## src/hdl/dq_pkg.sv

```systemverilog
package dq_pkg;

    // default ring depth
    localparam int DEPTH_DEFAULT = 16;

    // field widths
    localparam int ACTION_W = 3;
    localparam int VALUE_W  = 64;
    localparam int COUNT_W  = 5;
    localparam int ERR_W    = 2;

    // stream word widths, padded to whole bytes
    localparam int IN_W  = 72;
    localparam int OUT_W = 136;

    // action codes on the input stream
    localparam logic [ACTION_W-1:0] ACT_ADD_FRONT = 3'd0;
    localparam logic [ACTION_W-1:0] ACT_ADD_BACK  = 3'd1;
    localparam logic [ACTION_W-1:0] ACT_REM_FRONT = 3'd2;
    localparam logic [ACTION_W-1:0] ACT_REM_BACK  = 3'd3;
    localparam logic [ACTION_W-1:0] ACT_REVERSE   = 3'd4;
    localparam logic [ACTION_W-1:0] ACT_QUERY     = 3'd5;

    // error codes on the output stream
    localparam logic [ERR_W-1:0] ERR_NONE  = 2'd0;
    localparam logic [ERR_W-1:0] ERR_EMPTY = 2'd1;
    localparam logic [ERR_W-1:0] ERR_FULL  = 2'd2;

    // internal operations, ends already resolved to physical ring ends
    typedef enum logic [1:0] {
        OP_NOP,
        OP_PUSH,
        OP_POP
    } t_op;

    // command word handed from the front end to the executor
    typedef struct packed {
        t_op                op;
        logic               phys_first;
        logic               rev;
        logic [VALUE_W-1:0] value;
    } t_cmd;

    // command queue depth
    localparam int Q_DEPTH = 2;

endpackage

```

## src/hdl/double_ended_queue.sv

```systemverilog
// Bounded double-ended queue of DEPTH 64-bit words in a ring buffer. Each input
// word is one action (add front/back, remove front/back, reverse, query) and
// yields exactly one output word with the front and back values, the empty
// flag, the count and an error code; removal from an empty deque or addition
// to a full one is flagged and changes nothing. Reverse only flips an
// orientation flag. The front end accepts and classifies actions into a
// two-entry command queue, so input is taken while a result waits. The
// executor takes each action through three steps (pointer update and write,
// a registered read of both ends of the store, result load) and takes no new
// action until the last result is loaded; loading waits on a stalled output.
// The entry store needs no clearing after reset.
module double_ended_queue #(
    parameter int DEPTH = dq_pkg::DEPTH_DEFAULT
) (
    input  logic                       i_clk,
    input  logic                       i_rst_n,
    input  logic                       i_s_tvalid,
    output logic                       o_s_tready,
    input  logic [dq_pkg::IN_W-1:0]    i_s_tdata,   // action[2:0], value[66:3], zero pad
    output logic                       o_m_tvalid,
    input  logic                       i_m_tready,
    // front_value[63:0], back_value[127:64], is_empty[128],
    // item_count[133:129], error_code[135:134]
    output logic [dq_pkg::OUT_W-1:0]   o_m_tdata
);

    logic          q_full;
    logic          q_push;
    dq_pkg::t_cmd  q_in_cmd;
    logic          q_pop;
    logic          q_valid;
    dq_pkg::t_cmd  q_out_cmd;

    dq_front u_front (
        .i_clk      (i_clk),
        .i_rst_n    (i_rst_n),
        .i_s_tvalid (i_s_tvalid),
        .o_s_tready (o_s_tready),
        .i_s_tdata  (i_s_tdata),
        .i_q_full   (q_full),
        .o_q_push   (q_push),
        .o_q_cmd    (q_in_cmd)
    );

    dq_fifo u_fifo (
        .i_clk   (i_clk),
        .i_rst_n (i_rst_n),
        .i_push  (q_push),
        .i_cmd   (q_in_cmd),
        .o_full  (q_full),
        .i_pop   (q_pop),
        .o_valid (q_valid),
        .o_cmd   (q_out_cmd)
    );

    dq_back #(
        .DEPTH (DEPTH)
    ) u_back (
        .i_clk       (i_clk),
        .i_rst_n     (i_rst_n),
        .i_cmd_valid (q_valid),
        .i_cmd       (q_out_cmd),
        .o_cmd_pop   (q_pop),
        .o_m_tvalid  (o_m_tvalid),
        .i_m_tready  (i_m_tready),
        .o_m_tdata   (o_m_tdata)
    );

endmodule

```

## src/hdl/dq_front.sv

```systemverilog
module dq_front (
    input  logic                       i_clk,
    input  logic                       i_rst_n,
    input  logic                       i_s_tvalid,
    output logic                       o_s_tready,
    input  logic [dq_pkg::IN_W-1:0]    i_s_tdata,   // action[2:0], value[66:3], zero pad
    input  logic                       i_q_full,
    output logic                       o_q_push,
    output dq_pkg::t_cmd               o_q_cmd
);

    logic                          r_rev;
    logic                          n_rev;
    logic                          accept;
    logic [dq_pkg::ACTION_W-1:0]   action;

    assign action     = i_s_tdata[dq_pkg::ACTION_W-1:0];
    assign o_s_tready = !i_q_full;
    assign accept     = i_s_tvalid && o_s_tready;
    assign o_q_push   = accept;

    // classify the action, map logical ends onto physical ring ends
    always_comb begin
        n_rev                = r_rev;
        o_q_cmd.op           = dq_pkg::OP_NOP;
        o_q_cmd.phys_first   = 1'b0;
        o_q_cmd.value        = i_s_tdata[dq_pkg::ACTION_W +: dq_pkg::VALUE_W];
        unique case (action)
            dq_pkg::ACT_ADD_FRONT: begin
                o_q_cmd.op         = dq_pkg::OP_PUSH;
                o_q_cmd.phys_first = !r_rev;
            end
            dq_pkg::ACT_ADD_BACK: begin
                o_q_cmd.op         = dq_pkg::OP_PUSH;
                o_q_cmd.phys_first = r_rev;
            end
            dq_pkg::ACT_REM_FRONT: begin
                o_q_cmd.op         = dq_pkg::OP_POP;
                o_q_cmd.phys_first = !r_rev;
            end
            dq_pkg::ACT_REM_BACK: begin
                o_q_cmd.op         = dq_pkg::OP_POP;
                o_q_cmd.phys_first = r_rev;
            end
            dq_pkg::ACT_REVERSE: begin
                n_rev = !r_rev;
            end
            default: begin
                // query and unused codes: report only
            end
        endcase
        o_q_cmd.rev = n_rev;
    end

    // orientation flag lives here, the executor gets it with each command
    always_ff @(posedge i_clk) begin
        if (!i_rst_n) begin
            r_rev <= 1'b0;
        end else if (accept) begin
            r_rev <= n_rev;
        end
    end

endmodule

```

## src/hdl/dq_fifo.sv

```systemverilog
module dq_fifo (
    input  logic          i_clk,
    input  logic          i_rst_n,
    input  logic          i_push,
    input  dq_pkg::t_cmd  i_cmd,
    output logic          o_full,
    input  logic          i_pop,
    output logic          o_valid,
    output dq_pkg::t_cmd  o_cmd
);

    localparam int PW = (dq_pkg::Q_DEPTH > 1) ? $clog2(dq_pkg::Q_DEPTH) : 1;
    localparam int FW = $clog2(dq_pkg::Q_DEPTH + 1);
    localparam logic [PW-1:0] LAST_PTR = PW'(dq_pkg::Q_DEPTH - 1);
    localparam logic [FW-1:0] FULL_FILL = FW'(dq_pkg::Q_DEPTH);

    dq_pkg::t_cmd  r_slot [dq_pkg::Q_DEPTH];
    logic [PW-1:0] r_wr_ptr;
    logic [PW-1:0] r_rd_ptr;
    logic [FW-1:0] r_fill;
    logic          do_push;
    logic          do_pop;

    assign o_full  = (r_fill == FULL_FILL);
    assign o_valid = (r_fill != '0);
    assign o_cmd   = r_slot[r_rd_ptr];
    assign do_push = i_push && !o_full;
    assign do_pop  = i_pop && o_valid;

    // storage
    always_ff @(posedge i_clk) begin
        if (do_push) begin
            r_slot[r_wr_ptr] <= i_cmd;
        end
    end

    // pointers and fill level
    always_ff @(posedge i_clk) begin
        if (!i_rst_n) begin
            r_wr_ptr <= '0;
            r_rd_ptr <= '0;
            r_fill   <= '0;
        end else begin
            if (do_push) begin
                r_wr_ptr <= (r_wr_ptr == LAST_PTR) ? '0 : r_wr_ptr + PW'(1);
            end
            if (do_pop) begin
                r_rd_ptr <= (r_rd_ptr == LAST_PTR) ? '0 : r_rd_ptr + PW'(1);
            end
            if (do_push && !do_pop) begin
                r_fill <= r_fill + FW'(1);
            end else if (do_pop && !do_push) begin
                r_fill <= r_fill - FW'(1);
            end
        end
    end

endmodule

```

## src/hdl/dq_back.sv

```systemverilog
module dq_back #(
    parameter int DEPTH = dq_pkg::DEPTH_DEFAULT
) (
    input  logic                       i_clk,
    input  logic                       i_rst_n,
    input  logic                       i_cmd_valid,
    input  dq_pkg::t_cmd               i_cmd,
    output logic                       o_cmd_pop,
    output logic                       o_m_tvalid,
    input  logic                       i_m_tready,
    output logic [dq_pkg::OUT_W-1:0]   o_m_tdata
);

    localparam int AW = $clog2(DEPTH);
    localparam int CW = $clog2(DEPTH + 1);
    localparam logic [CW:0]   DEPTH_W  = (CW + 1)'(DEPTH);
    localparam logic [CW-1:0] FULL_CNT = CW'(DEPTH);
    localparam logic [AW-1:0] LAST_IDX = AW'(DEPTH - 1);

    localparam logic [1:0] S_IDLE = 2'd0;
    localparam logic [1:0] S_READ = 2'd1;
    localparam logic [1:0] S_LOAD = 2'd2;

    logic [dq_pkg::VALUE_W-1:0] r_mem [DEPTH];

    logic [1:0]                 r_state;
    logic [1:0]                 n_state;
    logic [AW-1:0]              r_head;
    logic [AW-1:0]              n_head;
    logic [CW-1:0]              r_count;
    logic [CW-1:0]              n_count;
    logic [dq_pkg::ERR_W-1:0]   r_err;
    logic [dq_pkg::ERR_W-1:0]   n_err;
    logic                       r_rev;
    logic [dq_pkg::VALUE_W-1:0] r_rd_first;
    logic [dq_pkg::VALUE_W-1:0] r_rd_last;
    logic                       r_out_valid;
    logic [dq_pkg::OUT_W-1:0]   r_out_data;

    logic                       take;
    logic                       load;
    logic                       wr_en;
    logic [AW-1:0]              wr_addr;
    logic [CW:0]                sum_tail;
    logic [CW:0]                sum_last;
    logic [CW:0]                tail_mod;
    logic [CW:0]                last_mod;
    logic [AW-1:0]              head_dec;
    logic [AW-1:0]              head_inc;
    logic                       empty;
    logic [CW+4:0]              cnt_ext;
    logic [dq_pkg::VALUE_W-1:0] first_val;
    logic [dq_pkg::VALUE_W-1:0] last_val;

    assign take      = (r_state == S_IDLE) && i_cmd_valid;
    assign load      = (r_state == S_LOAD) && (!r_out_valid || i_m_tready);
    assign o_cmd_pop = take;

    // ring index arithmetic, sums stay below twice the depth
    assign sum_tail = (CW + 1)'(r_head) + (CW + 1)'(r_count);
    assign sum_last = sum_tail - (CW + 1)'(1);
    assign tail_mod = (sum_tail >= DEPTH_W) ? sum_tail - DEPTH_W : sum_tail;
    assign last_mod = (sum_last >= DEPTH_W) ? sum_last - DEPTH_W : sum_last;
    assign head_dec = (r_head == '0) ? LAST_IDX : r_head - AW'(1);
    assign head_inc = (r_head == LAST_IDX) ? '0 : r_head + AW'(1);

    // execute one command: pointer update and at most one write
    always_comb begin
        n_state = r_state;
        n_head  = r_head;
        n_count = r_count;
        n_err   = dq_pkg::ERR_NONE;
        wr_en   = 1'b0;
        wr_addr = tail_mod[AW-1:0];
        unique case (r_state)
            S_IDLE: begin
                if (take) begin
                    n_state = S_READ;
                    case (i_cmd.op)
                        dq_pkg::OP_PUSH: begin
                            if (r_count == FULL_CNT) begin
                                n_err = dq_pkg::ERR_FULL;
                            end else begin
                                wr_en   = 1'b1;
                                n_count = r_count + CW'(1);
                                if (i_cmd.phys_first) begin
                                    n_head  = head_dec;
                                    wr_addr = head_dec;
                                end
                            end
                        end
                        dq_pkg::OP_POP: begin
                            if (r_count == '0) begin
                                n_err = dq_pkg::ERR_EMPTY;
                            end else begin
                                n_count = r_count - CW'(1);
                                if (i_cmd.phys_first) begin
                                    n_head = head_inc;
                                end
                            end
                        end
                        default: begin
                        end
                    endcase
                end
            end
            S_READ: begin
                n_state = S_LOAD;
            end
            S_LOAD: begin
                if (load) begin
                    n_state = S_IDLE;
                end
            end
            default: begin
                n_state = S_IDLE;
            end
        endcase
    end

    // entry store: one write port, two registered read ports
    always_ff @(posedge i_clk) begin
        if (wr_en) begin
            r_mem[wr_addr] <= i_cmd.value;
        end
    end

    always_ff @(posedge i_clk) begin
        if (r_state == S_READ) begin
            r_rd_first <= r_mem[r_head];
            r_rd_last  <= r_mem[last_mod[AW-1:0]];
        end
    end

    // control state
    always_ff @(posedge i_clk) begin
        if (!i_rst_n) begin
            r_state <= S_IDLE;
            r_head  <= '0;
            r_count <= '0;
        end else begin
            r_state <= n_state;
            r_head  <= n_head;
            r_count <= n_count;
        end
    end

    // per-command status
    always_ff @(posedge i_clk) begin
        if (take) begin
            r_err <= n_err;
            r_rev <= i_cmd.rev;
        end
    end

    // result word, front and back swapped when reversed
    assign empty     = (r_count == '0);
    assign cnt_ext   = (CW + 5)'(r_count);
    assign first_val = empty ? '0 : r_rd_first;
    assign last_val  = empty ? '0 : r_rd_last;

    always_ff @(posedge i_clk) begin
        if (load) begin
            r_out_data <= {r_err, cnt_ext[4:0], empty,
                           r_rev ? first_val : last_val,
                           r_rev ? last_val : first_val};
        end
    end

    always_ff @(posedge i_clk) begin
        if (!i_rst_n) begin
            r_out_valid <= 1'b0;
        end else if (load) begin
            r_out_valid <= 1'b1;
        end else if (i_m_tready) begin
            r_out_valid <= 1'b0;
        end
    end

    assign o_m_tvalid = r_out_valid;
    assign o_m_tdata  = r_out_data;

    // count never exceeds the ring depth
    a_count_bound: assert property (@(posedge i_clk) disable iff (!i_rst_n)
        (r_count <= FULL_CNT))
        else $error("entry count above depth");

    // a flagged command leaves the ring untouched
    a_err_no_change: assert property (@(posedge i_clk) disable iff (!i_rst_n)
        (take && n_err != dq_pkg::ERR_NONE) |=> ($stable(r_count) && $stable(r_head)))
        else $error("ring changed on error");

    // a good push grows the count by one
    a_push_grows: assert property (@(posedge i_clk) disable iff (!i_rst_n)
        (take && i_cmd.op == dq_pkg::OP_PUSH && n_err == dq_pkg::ERR_NONE)
        |=> (r_count == $past(r_count) + CW'(1)))
        else $error("push did not grow count");

    // a result is only loaded after a read cycle
    a_load_after_read: assert property (@(posedge i_clk) disable iff (!i_rst_n)
        (r_state == S_READ) |=> (r_state == S_LOAD))
        else $error("read not followed by load");

endmodule
```

## config.mk

```make
export PLATFORM = sky130hd
export DESIGN_NAME = double_ended_queue
export DESIGN_NICKNAME = d
export VERILOG_FILES = /design/src/hdl/dq_pkg.sv /design/src/hdl/double_ended_queue.sv /design/src/hdl/dq_front.sv /design/src/hdl/dq_fifo.sv /design/src/hdl/dq_back.sv
export SDC_FILE = /design/constraint.sdc
export NUM_CORES = 2
export LEC_CHECK = 0
export ABC_AREA = 1
export BUFFER_PORTS_ARGS = -buffer_cell sky130_fd_sc_hd__clkbuf_2
export CAP_MARGIN = 25
export CORE_MARGIN = 2
export CORE_UTILIZATION = 30
export DETAILED_ROUTE_END_ITERATION = 16
export PLACE_DENSITY = 0.53
export SLEW_MARGIN = 40
export SYNTH_ARGS = -nofsm -noshare
export SYNTH_HDL_FRONTEND = slang
export SYNTH_SLANG_ARGS = --single-unit
```

## constraint.sdc

```tcl
create_clock -name i_clk -period 28.4 [get_ports i_clk]
set_input_delay 1.42 -clock i_clk [delete_from_list [all_inputs] [get_ports i_clk]]
set_output_delay 1.42 -clock i_clk [all_outputs]
set_load 0.01 [all_outputs]
```

==> flow_summary.yaml <==
clock_tree:
  clock_latency_ns: 0.81
  path_clk_slew_ns: 0.06
  cts-root-buf: "clkbuf_16"
  clock_sinks: 1445
  htreeDepth: 4
  clk_path_buf_depth: 3
  cts_tree: "done"
  post_cts_buffers: 0
  cts_buffers: 157
  ctsHoldBuffers: 0
  ctsResizeCount: 0
die:
  die-area_um2: 228000
  rows: 173
  dieWidth_um: 477
  core_um2: 223000
  ios: 214
  dieHeight_um: 477
  initial_core_util_pct: 30.2
worst_hold_path:
  hold_path.class: "register to register"
  holdCritStartpoint: "u_fifo.r_rd_ptr"
  hold_depth: 1
worst_setup_path:
  required_ns: 28.92
  path_class: "register to register"
  reg2reg_from: "u_back.r_head[0]"
  startpoint_type: "register"
  worstPathArrival_ns: 6.00
  r2r-end: "u_back.r_rd_last[28]"
  ff2ff_path_depth: 14
  end_kind: "register"
  reg2reg_slack_ns: 22.92
  cp_max_fo: 101
sta:
  tightestPinTransition_ns: 0.923
  finalSetupViolations: 0
  rsz0062_at_grt: "false"
  fin_crit_ns: 5.48
  setup_ws_ns: 22.92
  relSlewSlack_pct: 38.5
  fin_tns_setup_ns: 0
  hold_viol: 0
  maxSlewViolCount: 0
  fin_crit_sh_pct: 19.3
  max_freq_ghz: 0.183
  final.setup_skew_ns: 0.0303
logic_synthesis:
  synth.top_cell.area_share_pct: 63.7
  synthesis.nets: 6697
  yosysUniqueCellTypes: 34
  netlist_area_um2: 67200
  ys_warn_count: 0
  syn_area_per_cell_um2: 10.2
  synth_top_cell_by_area: "edfxtp_1"
  ys_ff_latch: 1445
  synth.area.top_cells: "edfxtp_1 (64%), nand2_1 (9.4%), o211ai_1 (5.0%)"
  yosysSeqAreaShare_pct: 64.3
  synthCells: 6607
place:
  place_ws_ns: 22.74
  place_congestion: 0.775
  detailed_place.area_um2: 71000
  port_buffers: 208
  dp_hpwl_mm: 110
route:
  num_vias: 48900
  routed_wl_mm: 201
  ant_nets: 0
  post_drt_wl_per_cell_um: 20.8
  drt_pass1_iterations: 6
  drc_errors: 0
  drt-initial-drc-count: 4563
  vias_per_cell: 5.05
run_status:
  status: "completed"
global_route:
  grt_usage_pct: 17.2
  grt-busiest-layer: "met2"
  met1_usage_pct: 21.8
  grt_max_degree: 227
  grt_first_pass_wirelength_mm: 299
  grt_pass1_vias: 47600
  grt_overflow: 0
  antenna_found_initial: 14
  met3_usage_pct: 2.70
  use_met2_pct: 29.6
finish:
  drive_above_1_share_pct: 8.75
  nets: 6679
  postLayoutCellArea_um2: 76000
  fill_cells: 22200
  syn_to_final_growth_pct: 13.1
run:
  drv_cap: 0
==> metrics by stage <==
stage          cells  hold WS (ns)  utilization [%]
5_1_grt         9687         0.465             34.2
3_5_place_dp    9402         0.445             31.9
6_report        9689         0.450             34.2
4_1_cts         9683         0.451             34.1
3_3_place_gp    9397         0.433             31.8
2_1_floorplan   6607         0.400                -
==> metal layers <==
| layer | wire (um) | share of wire, % |
|---|---|---|
| met1 | 85000 | 42 |
| met2 | 97800 | 49 |
| met3 | 11900 | 5.9 |
| met4 | 6640 | 3.3 |
| met5 | 156 | 0.077 |
==> worst max-delay path, stage by stage, from the launching register on <==
cell     delay, ns
dfxtp_4       0.87
ha_4          0.44
inv_8         0.47
ha_4          0.45
inv_8         0.60
buf_6         0.59
buf_12        0.46
buf_16        0.42
a21oi_1       0.08
o21ai_1       0.14
nand2_1       0.08
nand2_1       0.06
nand2_1       0.08
nand2_1       0.07
o21ai_1       0.10
==> cells by family (layout without fill, tap and decap cells) <==
kind of cell               after synthesis  count (layout)  synth area share (%)
AOI/OAI and AO/OA                     1818            1818                  15.3
xor gates and xnor gates                 9               9                 0.117
adders and majority gates               14              14                 0.283
buffers and inverters                 1101            1205                  6.80
DFF                                   1445            1445                  64.3
other                                    0               3                     0
and+or+nand+nor                       2220            2220                  13.2
==> placed cells by master (no fill, tap or decap), types with 6 or more instances in the layout <==
cell type      n
bufinv_16     10
clkinv_2      26
inv_1        607
nand2_1     1683
nand3_1      401
buf_4         52
edfxtp_1    1427
a21oi_2       19
o21ai_1      212
buf_12         8
clkbuf_16    162
nor2_1        97
clkinvlp_4     6
ha_1          10
clkbuf_2     208
a21oi_1      632
o21ai_0      506
buf_6         35
dfxtp_1       13
nand4_1        7
o211ai_1     448
clkinv_1      28
nor2_4        18
clkbuf_1      39
==> area by class of cell <==
class	instances	area, um^2	share of cell area (%)
multi-input cells	4061	19700	25.8
clock buffers	201	4200	5.52
inverters	616	2340	3.08
diodes	3	7.51	0.00987
clock inverters	80	763	1.00
flip-flops and latches	1445	43200	56.9
repair buffers	308	2110	2.78
well taps	2975	3720	4.90
==> synth_stat cells <==
master / n
nand2_2: 1
buf_2: 229
inv_1: 609
nand3_1: 401
xnor2_1: 5
o21a_1: 1
nor4_1: 1
nand3_2: 1
o21ai_1: 212
nand3b_1: 1
nor3_2: 1
ha_1: 12
clkbuf_1: 175
buf_4: 8
a21oi_2: 19
buf_1: 59
dfxtp_1: 18
nor3_1: 3
inv_2: 4
buf_6: 11
nand4_1: 7
nor2_2: 2
a21oi_1: 632
xor2_1: 4
o211ai_1: 448
buf_12: 2
o21ai_0: 506
buf_8: 1
nand2_1: 1684
fa_1: 2
nor2_1: 115
or2_2: 3
edfxtp_1: 1427
clkinv_1: 3
==> state kept, by name, summed over array words and instances (netlist names), named ones only <==
signal / count
u_back.r_mem: 1024
u_back.o_m_tdata: 136
u_fifo.r_slot: 136
u_back.r_rd_first: 64
u_back.r_rd_last: 64
u_back.r_count: 5
u_back.r_head: 4
u_back.r_err: 2
u_back.r_state: 2
u_fifo.r_fill: 2
u_back.o_m_tvalid: 1
u_back.r_rev: 1
u_fifo.r_rd_ptr: 1
u_fifo.r_wr_ptr: 1
u_front.r_rev: 1
==> worst max path at each step <==
stage,startpoint,to,slack (ns)
after floorplan,i_m_tready,u_back.o_m_tdata[0],16.96
after global placement,u_back.r_head[0],u_back.r_rd_last[28],22.92
after detailed placement,u_back.r_head[0],u_back.r_rd_last[28],22.74
after CTS,u_back.r_head[0],u_back.r_rd_last[28],22.73
after global routing,u_back.r_head[0],u_back.r_rd_last[28],22.66
final,u_back.r_head[0],u_back.r_rd_last[28],22.92
Power is left out: the tool's default activity adds up to more than one toggle a clock period on the data nets, which glitch-free logic cannot reach.
